**config.mk**
```make
export PLATFORM = sky130hd
export DESIGN_NAME = mailbox_byte_sender_with_drop
export DESIGN_NICKNAME = d
export VERILOG_FILES = /design/src/rtl/mbs_pkg.sv /design/src/rtl/mbs_core.sv /design/src/rtl/mailbox_byte_sender_with_drop.sv
export SDC_FILE = /design/constraint.sdc
export NUM_CORES = 1
export LEC_CHECK = 0
export ABC_CLOCK_PERIOD_IN_PS = 15100
export BUFFER_PORTS_ARGS = -buffer_cell sky130_fd_sc_hd__buf_2
export CAP_MARGIN = 5
export CORE_MARGIN = 2
export CORE_UTILIZATION = 30
export CTS_CLUSTER_DIAMETER = 80
export DETAILED_ROUTE_END_ITERATION = 7
export GPL_ROUTABILITY_DRIVEN = 1
export SLEW_MARGIN = 20
export SYNTH_ARGS = -nofsm -noshare
export SYNTH_HDL_FRONTEND = slang
export SYNTH_SLANG_ARGS = --single-unit
```
**constraint.sdc**
```tcl
create_clock -name clk -period 15.1 [get_ports clk]
set_input_delay 0.755 -clock clk [delete_from_list [all_inputs] [get_ports clk]]
set_output_delay 0.755 -clock clk [all_outputs]
set_load 0.005 [all_outputs]
```
**src/rtl/mbs_pkg.sv**
```systemverilog
// Shared types, constants and helpers for the mailbox byte sender.
// No dependencies; imported by mbs_core and mailbox_byte_sender_with_drop.
`timescale 1ns / 1ps

package mbs_pkg;

  localparam int BYTES_PER_WORD = 3;
  localparam int NUM_SLOTS      = 3;

  localparam int FULL_POS  = 31;
  localparam int FLUSH_POS = 26;
  localparam int COUNT_POS = 24;

  localparam int POLL_W     = 24;
  localparam int ABORT_W    = 17;
  localparam int DEADLINE_W = 40;
  localparam int CNT_W      = 32;
  localparam int CFG_DATA_W = 40;

  localparam logic KIND_BYTE = 1'b0;
  localparam logic KIND_TICK = 1'b1;

  typedef enum logic [1:0] {
    REG_POLL_TIMEOUT = 2'd0,
    REG_ABORT_LIMIT  = 2'd1,
    REG_DEADLINE     = 2'd2
  } reg_index_t;

  typedef enum logic [1:0] {
    STAT_OK       = 2'd0,
    STAT_DROPPED  = 2'd1,
    STAT_ABORTED  = 2'd2,
    STAT_DEADLINE = 2'd3
  } status_t;

  typedef struct packed {
    logic       kind;
    logic [7:0] data_byte;
    logic       buffer_end;
    logic       mailbox_full;
  } in_item_t;

  typedef struct packed {
    logic             write_valid;
    logic [31:0]      mailbox_word;
    logic             busy_res;
    logic             byte_rejected;
    status_t          status;
    logic [CNT_W-1:0] sent_bytes;
    logic [CNT_W-1:0] dropped_bytes;
    logic [CNT_W-1:0] timeout_words;
    logic [CNT_W-1:0] worst_run;
  } out_item_t;

  typedef struct packed {
    logic [POLL_W-1:0]     poll_timeout_ticks;
    logic [ABORT_W-1:0]    abort_limit;
    logic [DEADLINE_W-1:0] deadline_ticks;
  } cfg_t;

  typedef logic [NUM_SLOTS-1:0][7:0] group_t;

  function automatic logic [CNT_W-1:0] sat_add32(input logic [CNT_W-1:0] a,
                                                 input logic [CNT_W-1:0] b);
    logic [CNT_W:0] s;
    s = {1'b0, a} + {1'b0, b};
    return s[CNT_W] ? {CNT_W{1'b1}} : s[CNT_W-1:0];
  endfunction

  // Only slots below the count land in the word; the rest stay zero.
  function automatic logic [31:0] build_word(input group_t bytes, input logic [1:0] count);
    logic [31:0] w;
    w = '0;
    w[FULL_POS] = 1'b1;
    w[FLUSH_POS] = 1'b1;
    w[COUNT_POS +: 2] = count;
    for (int i = 0; i < NUM_SLOTS; i++) begin
      if (2'(i) < count) begin
        w[8*i +: 8] = bytes[i];
      end
    end
    return w;
  endfunction

endpackage

```
**src/rtl/mbs_core.sv**
```systemverilog
// Per-word state and counters of the mailbox byte sender: one item per step.
// Depends on mbs_pkg. Result is combinational; the caller registers it.
`timescale 1ns / 1ps

module mbs_core (
  input  logic              clk,
  input  logic              rst,
  input  logic              step,
  input  mbs_pkg::in_item_t item,
  input  mbs_pkg::cfg_t     cfg,
  output mbs_pkg::out_item_t result
);
  import mbs_pkg::*;

  group_t                group_bytes, group_bytes_next;
  logic [1:0]            group_count, group_count_next;
  logic                  word_waiting, word_waiting_next;
  logic [POLL_W-1:0]     wait_ticks, wait_ticks_next;
  logic [DEADLINE_W-1:0] elapsed_ticks, elapsed_ticks_next;
  logic [CNT_W-1:0]      run_length, run_length_next;
  logic [CNT_W-1:0]      worst_run_reg, worst_run_reg_next;
  logic [CNT_W-1:0]      sent_count, sent_count_next;
  logic [CNT_W-1:0]      drop_count, drop_count_next;
  logic [CNT_W-1:0]      timeout_count, timeout_count_next;
  logic                  abort_flag, abort_flag_next;
  logic                  deadline_flag, deadline_flag_next;

  logic        is_tick;
  logic        wrote;
  logic        rejected;
  logic        finish;
  logic [31:0] word;
  status_t     status;

  always_comb begin
    is_tick             = (item.kind == KIND_TICK);
    group_bytes_next    = group_bytes;
    group_count_next    = group_count;
    word_waiting_next   = word_waiting;
    wait_ticks_next     = wait_ticks;
    elapsed_ticks_next  = elapsed_ticks;
    run_length_next     = run_length;
    worst_run_reg_next  = worst_run_reg;
    sent_count_next     = sent_count;
    drop_count_next     = drop_count;
    timeout_count_next  = timeout_count;
    abort_flag_next     = abort_flag;
    deadline_flag_next  = deadline_flag;
    wrote               = 1'b0;
    rejected            = 1'b0;
    finish              = 1'b0;
    word                = '0;

    if (is_tick) begin
      if (elapsed_ticks != {DEADLINE_W{1'b1}}) begin
        elapsed_ticks_next = elapsed_ticks + 1'b1;
      end
    end else if (word_waiting || abort_flag || deadline_flag) begin
      rejected = 1'b1;
    end else begin
      for (int i = 0; i < NUM_SLOTS; i++) begin
        if (2'(i) == group_count) begin
          group_bytes_next[i] = item.data_byte;
        end
      end
      group_count_next = group_count + 2'd1;
      if (group_count_next >= 2'(BYTES_PER_WORD) || item.buffer_end) begin
        word_waiting_next = 1'b1;
        wait_ticks_next   = '0;
      end
    end

    // FULL is sampled on every step a word waits, including the closing one
    if (word_waiting_next) begin
      if (!item.mailbox_full) begin
        wrote           = 1'b1;
        word            = build_word(group_bytes_next, group_count_next);
        run_length_next = '0;
        sent_count_next = sat_add32(sent_count, CNT_W'(group_count_next));
        finish          = 1'b1;
      end else if (is_tick) begin
        if (wait_ticks >= cfg.poll_timeout_ticks) begin
          drop_count_next    = sat_add32(drop_count, CNT_W'(group_count_next));
          timeout_count_next = sat_add32(timeout_count, CNT_W'(1));
          run_length_next    = sat_add32(run_length, CNT_W'(1));
          if (run_length_next > worst_run_reg) begin
            worst_run_reg_next = run_length_next;
          end
          if (cfg.abort_limit != '0 && run_length_next >= CNT_W'(cfg.abort_limit)) begin
            abort_flag_next = 1'b1;
          end
          finish = 1'b1;
        end else begin
          wait_ticks_next = wait_ticks + 1'b1;
        end
      end
    end

    // stop check at word end; abort takes precedence over the deadline
    if (finish) begin
      group_count_next  = '0;
      word_waiting_next = 1'b0;
      wait_ticks_next   = '0;
      if (!abort_flag_next && cfg.deadline_ticks != '0 &&
          elapsed_ticks_next >= cfg.deadline_ticks) begin
        deadline_flag_next = 1'b1;
      end
    end

    priority if (abort_flag_next) begin
      status = STAT_ABORTED;
    end else if (deadline_flag_next) begin
      status = STAT_DEADLINE;
    end else if (drop_count_next != '0) begin
      status = STAT_DROPPED;
    end else begin
      status = STAT_OK;
    end

    result.write_valid   = wrote;
    result.mailbox_word  = word;
    result.busy_res      = word_waiting_next;
    result.byte_rejected = rejected;
    result.status        = status;
    result.sent_bytes    = sent_count_next;
    result.dropped_bytes = drop_count_next;
    result.timeout_words = timeout_count_next;
    result.worst_run     = worst_run_reg_next;
  end

  always_ff @(posedge clk) begin
    if (step) begin
      group_bytes <= group_bytes_next;
    end
  end

  always_ff @(posedge clk) begin
    if (rst) begin
      group_count   <= '0;
      word_waiting  <= 1'b0;
      wait_ticks    <= '0;
      elapsed_ticks <= '0;
      run_length    <= '0;
      worst_run_reg <= '0;
      sent_count    <= '0;
      drop_count    <= '0;
      timeout_count <= '0;
      abort_flag    <= 1'b0;
      deadline_flag <= 1'b0;
    end else if (step) begin
      group_count   <= group_count_next;
      word_waiting  <= word_waiting_next;
      wait_ticks    <= wait_ticks_next;
      elapsed_ticks <= elapsed_ticks_next;
      run_length    <= run_length_next;
      worst_run_reg <= worst_run_reg_next;
      sent_count    <= sent_count_next;
      drop_count    <= drop_count_next;
      timeout_count <= timeout_count_next;
      abort_flag    <= abort_flag_next;
      deadline_flag <= deadline_flag_next;
    end
  end

endmodule

```
**src/rtl/mailbox_byte_sender_with_drop.sv**
```systemverilog
// Mailbox byte sender with timeout drop: top level with input/output registers and config.
// Depends on mbs_pkg and mbs_core.
`timescale 1ns / 1ps

// Accepts one word per cycle while in_stall is low (a data byte or a time tick, with the
// sampled mailbox FULL bit) and returns exactly one result word per input, held first in the
// input register and then in the result register. Bytes are packed up to three per mailbox
// word; the result carries the word written this step, if any, and the running status and
// saturating counters. Throughput is one word per cycle while the output is not stalled, as
// mbs_core updates its state on every step. Configuration writes are always ready and must
// only be issued while the block is idle.
module mailbox_byte_sender_with_drop (
  input  logic                            clk,
  input  logic                            rst,
  input  logic                            in_valid,
  output logic                            in_stall,
  input  mbs_pkg::in_item_t               in_data,
  output logic                            out_valid,
  input  logic                            out_stall,
  output mbs_pkg::out_item_t              out_data,
  input  logic                            cfg_valid,
  output logic                            cfg_ready,
  input  logic [1:0]                      cfg_index,
  input  logic [mbs_pkg::CFG_DATA_W-1:0]  cfg_data
);
  import mbs_pkg::*;

  cfg_t      cfg;
  in_item_t  in_q;
  logic      in_q_valid;
  logic      advance;
  logic      step;
  out_item_t result;

  assign cfg_ready = 1'b1;
  assign advance   = !out_valid || !out_stall;
  assign step      = in_q_valid && advance;
  assign in_stall  = in_q_valid && !advance;

  always_ff @(posedge clk) begin
    if (rst) begin
      cfg.poll_timeout_ticks <= POLL_W'(1000);
      cfg.abort_limit        <= '0;
      cfg.deadline_ticks     <= '0;
    end else if (cfg_valid && cfg_ready) begin
      unique case (reg_index_t'(cfg_index))
        REG_POLL_TIMEOUT: cfg.poll_timeout_ticks <= cfg_data[POLL_W-1:0];
        REG_ABORT_LIMIT:  cfg.abort_limit        <= cfg_data[ABORT_W-1:0];
        REG_DEADLINE:     cfg.deadline_ticks     <= cfg_data[DEADLINE_W-1:0];
        default: ;
      endcase
    end
  end

  always_ff @(posedge clk) begin
    if (rst) begin
      in_q_valid <= 1'b0;
    end else begin
      in_q_valid <= (in_valid && !in_stall) || (in_q_valid && !advance);
    end
  end

  always_ff @(posedge clk) begin
    if (in_valid && !in_stall) begin
      in_q <= in_data;
    end
  end

  mbs_core u_core (
    .clk    (clk),
    .rst    (rst),
    .step   (step),
    .item   (in_q),
    .cfg    (cfg),
    .result (result)
  );

  always_ff @(posedge clk) begin
    if (rst) begin
      out_valid <= 1'b0;
    end else if (advance) begin
      out_valid <= in_q_valid;
    end
  end

  always_ff @(posedge clk) begin
    if (step) begin
      out_data <= result;
    end
  end

endmodule
```
* After elaboration in Yosys (flattened, before gate mapping)
Cells that the tools add are included.
Word-level totals: register bits 512, output and inout bits 168, logic and storage cells 156
Operators by class: add/sub/neg operators 7, $lt $le $gt $ge 8, equality and inequality tests 7, muxes and demuxes 63, bitwise gates (word level) 4, reduce and logical (&&, ||, !) cells 30
Operators by type and width (number):
- two-way mux 32 bit | 23
- two-way mux 24 bit | 10
- two-way mux 40 bit | 2
- adder 32 x 1 -> 33 bit, second input constant | 2
- adder 32 x 2 -> 33 bit | 2
- two-way mux 8 bit | 6
- adder 40 x 1 -> 40 bit, second input constant | 1
- greater-or-equal comparator 40 bit | 1
- != test 40 bit, second input constant | 1
- nonzero test 40 bit | 1
- greater-or-equal comparator 32 x 17 -> 1 bit | 1
- > comparator 32 bit | 1
- nonzero test 32 bit | 1
- adder 24 x 1 -> 24 bit, second input constant | 1
- greater-or-equal comparator 24 bit | 1
- two-way mux 1 bit | 19
- nonzero test 17 bit | 1
- OR reduction 3 bit | 3
- logical AND 1 bit | 6
- two-way mux 2 bit | 3
- AND reduction 2 bit | 3
- logical NOT 1 bit | 5
- logical OR 1 bit | 5
- logical NOT 2 bit | 2
- other kinds (12) | 18

* Depth between registers and ports, before layout
depth after elaboration 15, gate-level depth with buffers 22, depth with buffers taken out 17

* Cells and area by module
Synthesis repeated with hierarchy kept, for this count alone.
Unflattened totals: cells, all modules 2917, area total of the unflattened synthesis 27227.4 um2
By module, submodules not included:
- mbs_core | instances 1, cells each 2410, area an instance 18470.2 um2
- mailbox_byte_sender_with_drop | instances 1, cells each 507, area an instance 8757.1 um2

* Worst setup path after synthesis
Ideal clock, no wire load.
path kind input to register, start input port out_stall, end register out_data[0] (netlist name), enable pin, setup time 0.618 ns, arrival time 6.630 ns, data required time 14.482 ns, setup slack 7.853 ns, stages 6, buffers on the path 3, cell sequence nand2_1 > nand2_1 > inv_1 > clkbuf_1 > clkbuf_1 > buf_1
Between the ends: word-level cells in the longest chain between the ends 3
Ends and longest elaborated chain:
- start: declaration | line mailbox_byte_sender_with_drop.sv:19 | input logic out_stall,
- logical NOT 1 bit | line mailbox_byte_sender_with_drop.sv:36 | assign advance = !out_valid || !out_stall;
- logical OR 1 bit | line mailbox_byte_sender_with_drop.sv:36
- logical AND 1 bit | line mailbox_byte_sender_with_drop.sv:37 | assign step = in_q_valid && advance;
- net step | line mailbox_byte_sender_with_drop.sv:32 | logic step;
- end signal: assignment | line mailbox_byte_sender_with_drop.sv:88 | out_data <= result;
- end: declaration | line mailbox_byte_sender_with_drop.sv:20 | output mbs_pkg::out_item_t out_data,
The timed path passes the listed nets, and every way through them passes these cells. A chain may end at the register's enable or synchronous reset.

==> impl_metrics.json <==
{
  "status": "complete, no violations",
  "slowest_delay_ns": 0.51,
  "cp_slowest_cell": "or3_1",
  "fmax_ghz": 0.185,
  "synth_warnings": 0,
  "worstSetupStartpointType": "flip-flop",
  "fp.dieW_um": 300,
  "port_buffers": 220,
  "die_h_um": 300,
  "clkSinkCount": 506,
  "timing.final.crit_share_pct": 35.9,
  "crit_start": "u_core.run_length[0]",
  "hold_viol": 0,
  "p_total_w": 0.00308,
  "setup_viol": 0,
  "switching_share_pct": 23.7,
  "fill_cells": 8878,
  "r2r_end": "out_data[29]",
  "seq_power_share_pct": 47.7,
  "final_cell_mix": "nand2_1, a21oi_1, dfxtp_1",
  "end_kind": "flip-flop",
  "postCtsHoldBufs": 0,
  "cts_max_level": 2,
  "vias_per_cell": 5.16,
  "ctsRootBufferMaster": "clkbuf_16",
  "ys_types": 88,
  "largest_register_ffs": 159,
  "clock_latency_ns": 0.63,
  "cts_made_buffers": 59,
  "synth-seq-cells": 506,
  "drv_cap": 0,
  "max-slew-margin-rel_pct": 23.7,
  "avgSynthCellArea_um2": 8.84,
  "regToRegStartpoint": "u_core.run_length[0]",
  "skew_ns": 0.0298,
  "synth-edff-count": 194,
  "hp-class": "input pin to flip-flop",
  "cts_buffer_depth": 3,
  "worst-path-max-fanout": 32,
  "grt_max_degree": 209,
  "fin_nets": 3293,
  "vias": 22300,
  "final_antenna_net_count": 0,
  "leakage_nw": 11.3,
  "wl_um": 75900,
  "postCtsSetupBuffers": 0,
  "grt_setup_unrepaired": "no",
  "synthArstFlopShare_pct": 0,
  "holdWs_ns": 0.306,
  "power.density_nw_per_um2": 101,
  "drt_first_iter_violations": 1952,
  "syn_to_final_growth_pct": 15.6,
  "cts_tree": "done",
  "final_common_cell": "nand2_1",
  "tightest_slew_ns": 1.14,
  "yosys.area.top_type": "dfxtp_1",
  "ir_worst_vdd_uv": 97.6,
  "grt_pass1_vias": 20700,
  "routabilityCongestion": 0.897,
  "std_cell_rows": 108,
  "drt_pass1_iterations": 5,
  "ys_seq_area_share_pct": 45.8,
  "antenna_cells": 0,
  "cp.required_ns": 15.46,
  "worst_ep_arrival_time_ns": 5.78,
  "regMostFlops": "out_data",
  "ios": 226,
  "r2r_setup_slack_ns": 9.68,
  "path_cells": "ha_1 -> nand4_1 -> or3_1 -> nor4_4 -> nand2b_1 -> buf_4 -> nand2_1 -> ha_1 -> a21o_1 -> a21o_1 -> a21o_1 -> a21oi_1 -> o21ai_0 -> or2_2 -> o211a_1 -> nand2_1 -> buf_4 -> mux2_2",
  "grt_overflow": 0,
  "dpl.hpwl_um": 52200,
  "synth_top_area_share_pct": 23.7,
  "wl_per_cell_um": 17.6,
  "fin_setup_tns_ns": 0,
  "ff2ff_path_depth": 18,
  "top_regs": "out_data (159), cfg (81), u_core.elapsed_ticks (40)",
  "power.switching_w": 0.000731,
  "p_comb_share_pct": 5.2,
  "grt_pass1_wl_um": 118000,
  "p_int_w": 0.00235,
  "utilization_pct": 35.1,
  "power_frac_clock_pct": 47.1,
  "grt_usage_pct": 16.4,
  "synthFlopType": "dfxtp_1",
  "antenna_found_initial": 2,
  "hold_depth": 1,
  "critPathCapture": "out_data[29]",
  "slew_viol_final": 0,
  "cts-resized-gates": 0,
  "synthTopCellsByArea": "dfxtp_1, edfxtp_1, nand2_1",
  "clkTransAtPathRegs_ns": 0.06,
  "dieArea_um2": 90200,
  "worstSetupPathType": "flip-flop to flip-flop",
  "fin_crit_ns": 5.42,
  "drc": 0,
  "start_util_pct": 30.3,
  "crit_path_frequent_cell": "a21o_1",
  "synth_area_um2": 26300,
  "drive_gt1_share_pct": 13.9,
  "syn_inst": 2979,
  "core_area_um2": 86900
}
layer usage:
metal  part of all wire [%]  global-route usage [%]  vias to the layer above
met5                      0                       0                        -
met4                    2.1                    4.33                        0
met3                    6.7                    2.60                      105
met2                     45                    25.7                      708
met1                     46                    23.2                    10500
li1                       -                       -                    10900
critical path, delay by kind of cell (launching register included):
kind            cells  cell delay, ns
mux                 1            0.40
buf+inv             2            0.72
simple gates        7            1.97
flops               1            0.40
compound gates      6            1.03
fa+ha+maj           2            0.59
how the worst min path moves through the flow:
stage                         end        from
final                     in_q[5]  in_data[5]
after global routing      in_q[3]  in_data[3]
after CTS                 in_q[1]  in_data[1]
after detailed placement  cfg[76]     cfg[76]
after global placement    cfg[71]     cfg[71]
after floorplan           cfg[43]     cfg[43]
synth_stat cells, drive strengths merged, types with 18 or more instances:
| cell | count |
|---|---|
| nor3 | 121 |
| dfxtp | 312 |
| and4 | 19 |
| nor2 | 190 |
| a31oi | 26 |
| clkbuf | 144 |
| a21oi | 323 |
| a21o | 20 |
| nand3 | 107 |
| nor4 | 34 |
| or3 | 23 |
| o21ai | 94 |
| nand4 | 66 |
| a22oi | 18 |
| xor2 | 62 |
| mux2 | 45 |
| a211oi | 30 |
| xnor2 | 77 |
| a311oi | 44 |
| nand2 | 468 |
| inv | 146 |
| buf | 41 |
| and3 | 68 |
| ha | 124 |
| edfxtp | 194 |
| o21a | 18 |
area by class of cell:
cell class | count | area [µm²] | share of cell area (%)
well taps | 1155 | 1450 | 4.74
clock buffers | 84 | 1730 | 5.66
repair buffers | 251 | 1360 | 4.45
inverters | 147 | 559 | 1.84
clock inverters | 28 | 262 | 0.858
multi-input cells | 2144 | 13000 | 42.8
flip-flops and latches | 506 | 12100 | 39.6
power by group through the flow:
stage / combinational, W / clock [W] / sequential (W)
final: 0.000160 / 0.00145 / 0.00147
after global routing: 0.000177 / 0.00154 / 0.00147
after CTS: 0.000162 / 0.00149 / 0.00147
after detailed placement: 0.000161 / 0 / 0.00150
after global placement: 0.000160 / 0 / 0.00150
after floorplan: 0.0000886 / 0 / 0.00150
kinds of logic (layout without fill, tap and decap cells):
kind of cell,after synthesis,count (layout),share of synthesized area (%)
simple gates,1166,1166,21.1
mux,50,50,2.11
fa+ha+maj,126,126,6.04
flops,506,506,45.8
compound gates,658,658,15.4
buf+inv,332,510,4.92
other cells,2,5,0.0285
xor+xnor,139,139,4.62
through the flow:
step	std cells	instance area, µm²	worst slack (ns)
after floorplan	2982	26400	7.85
after global placement	4203	28500	9.78
after detailed placement	4203	28500	9.78
after CTS	4315	30500	9.72
after global routing	4315	30500	9.38
final	4315	30500	9.68
Power figures use the tool's default switching activity.
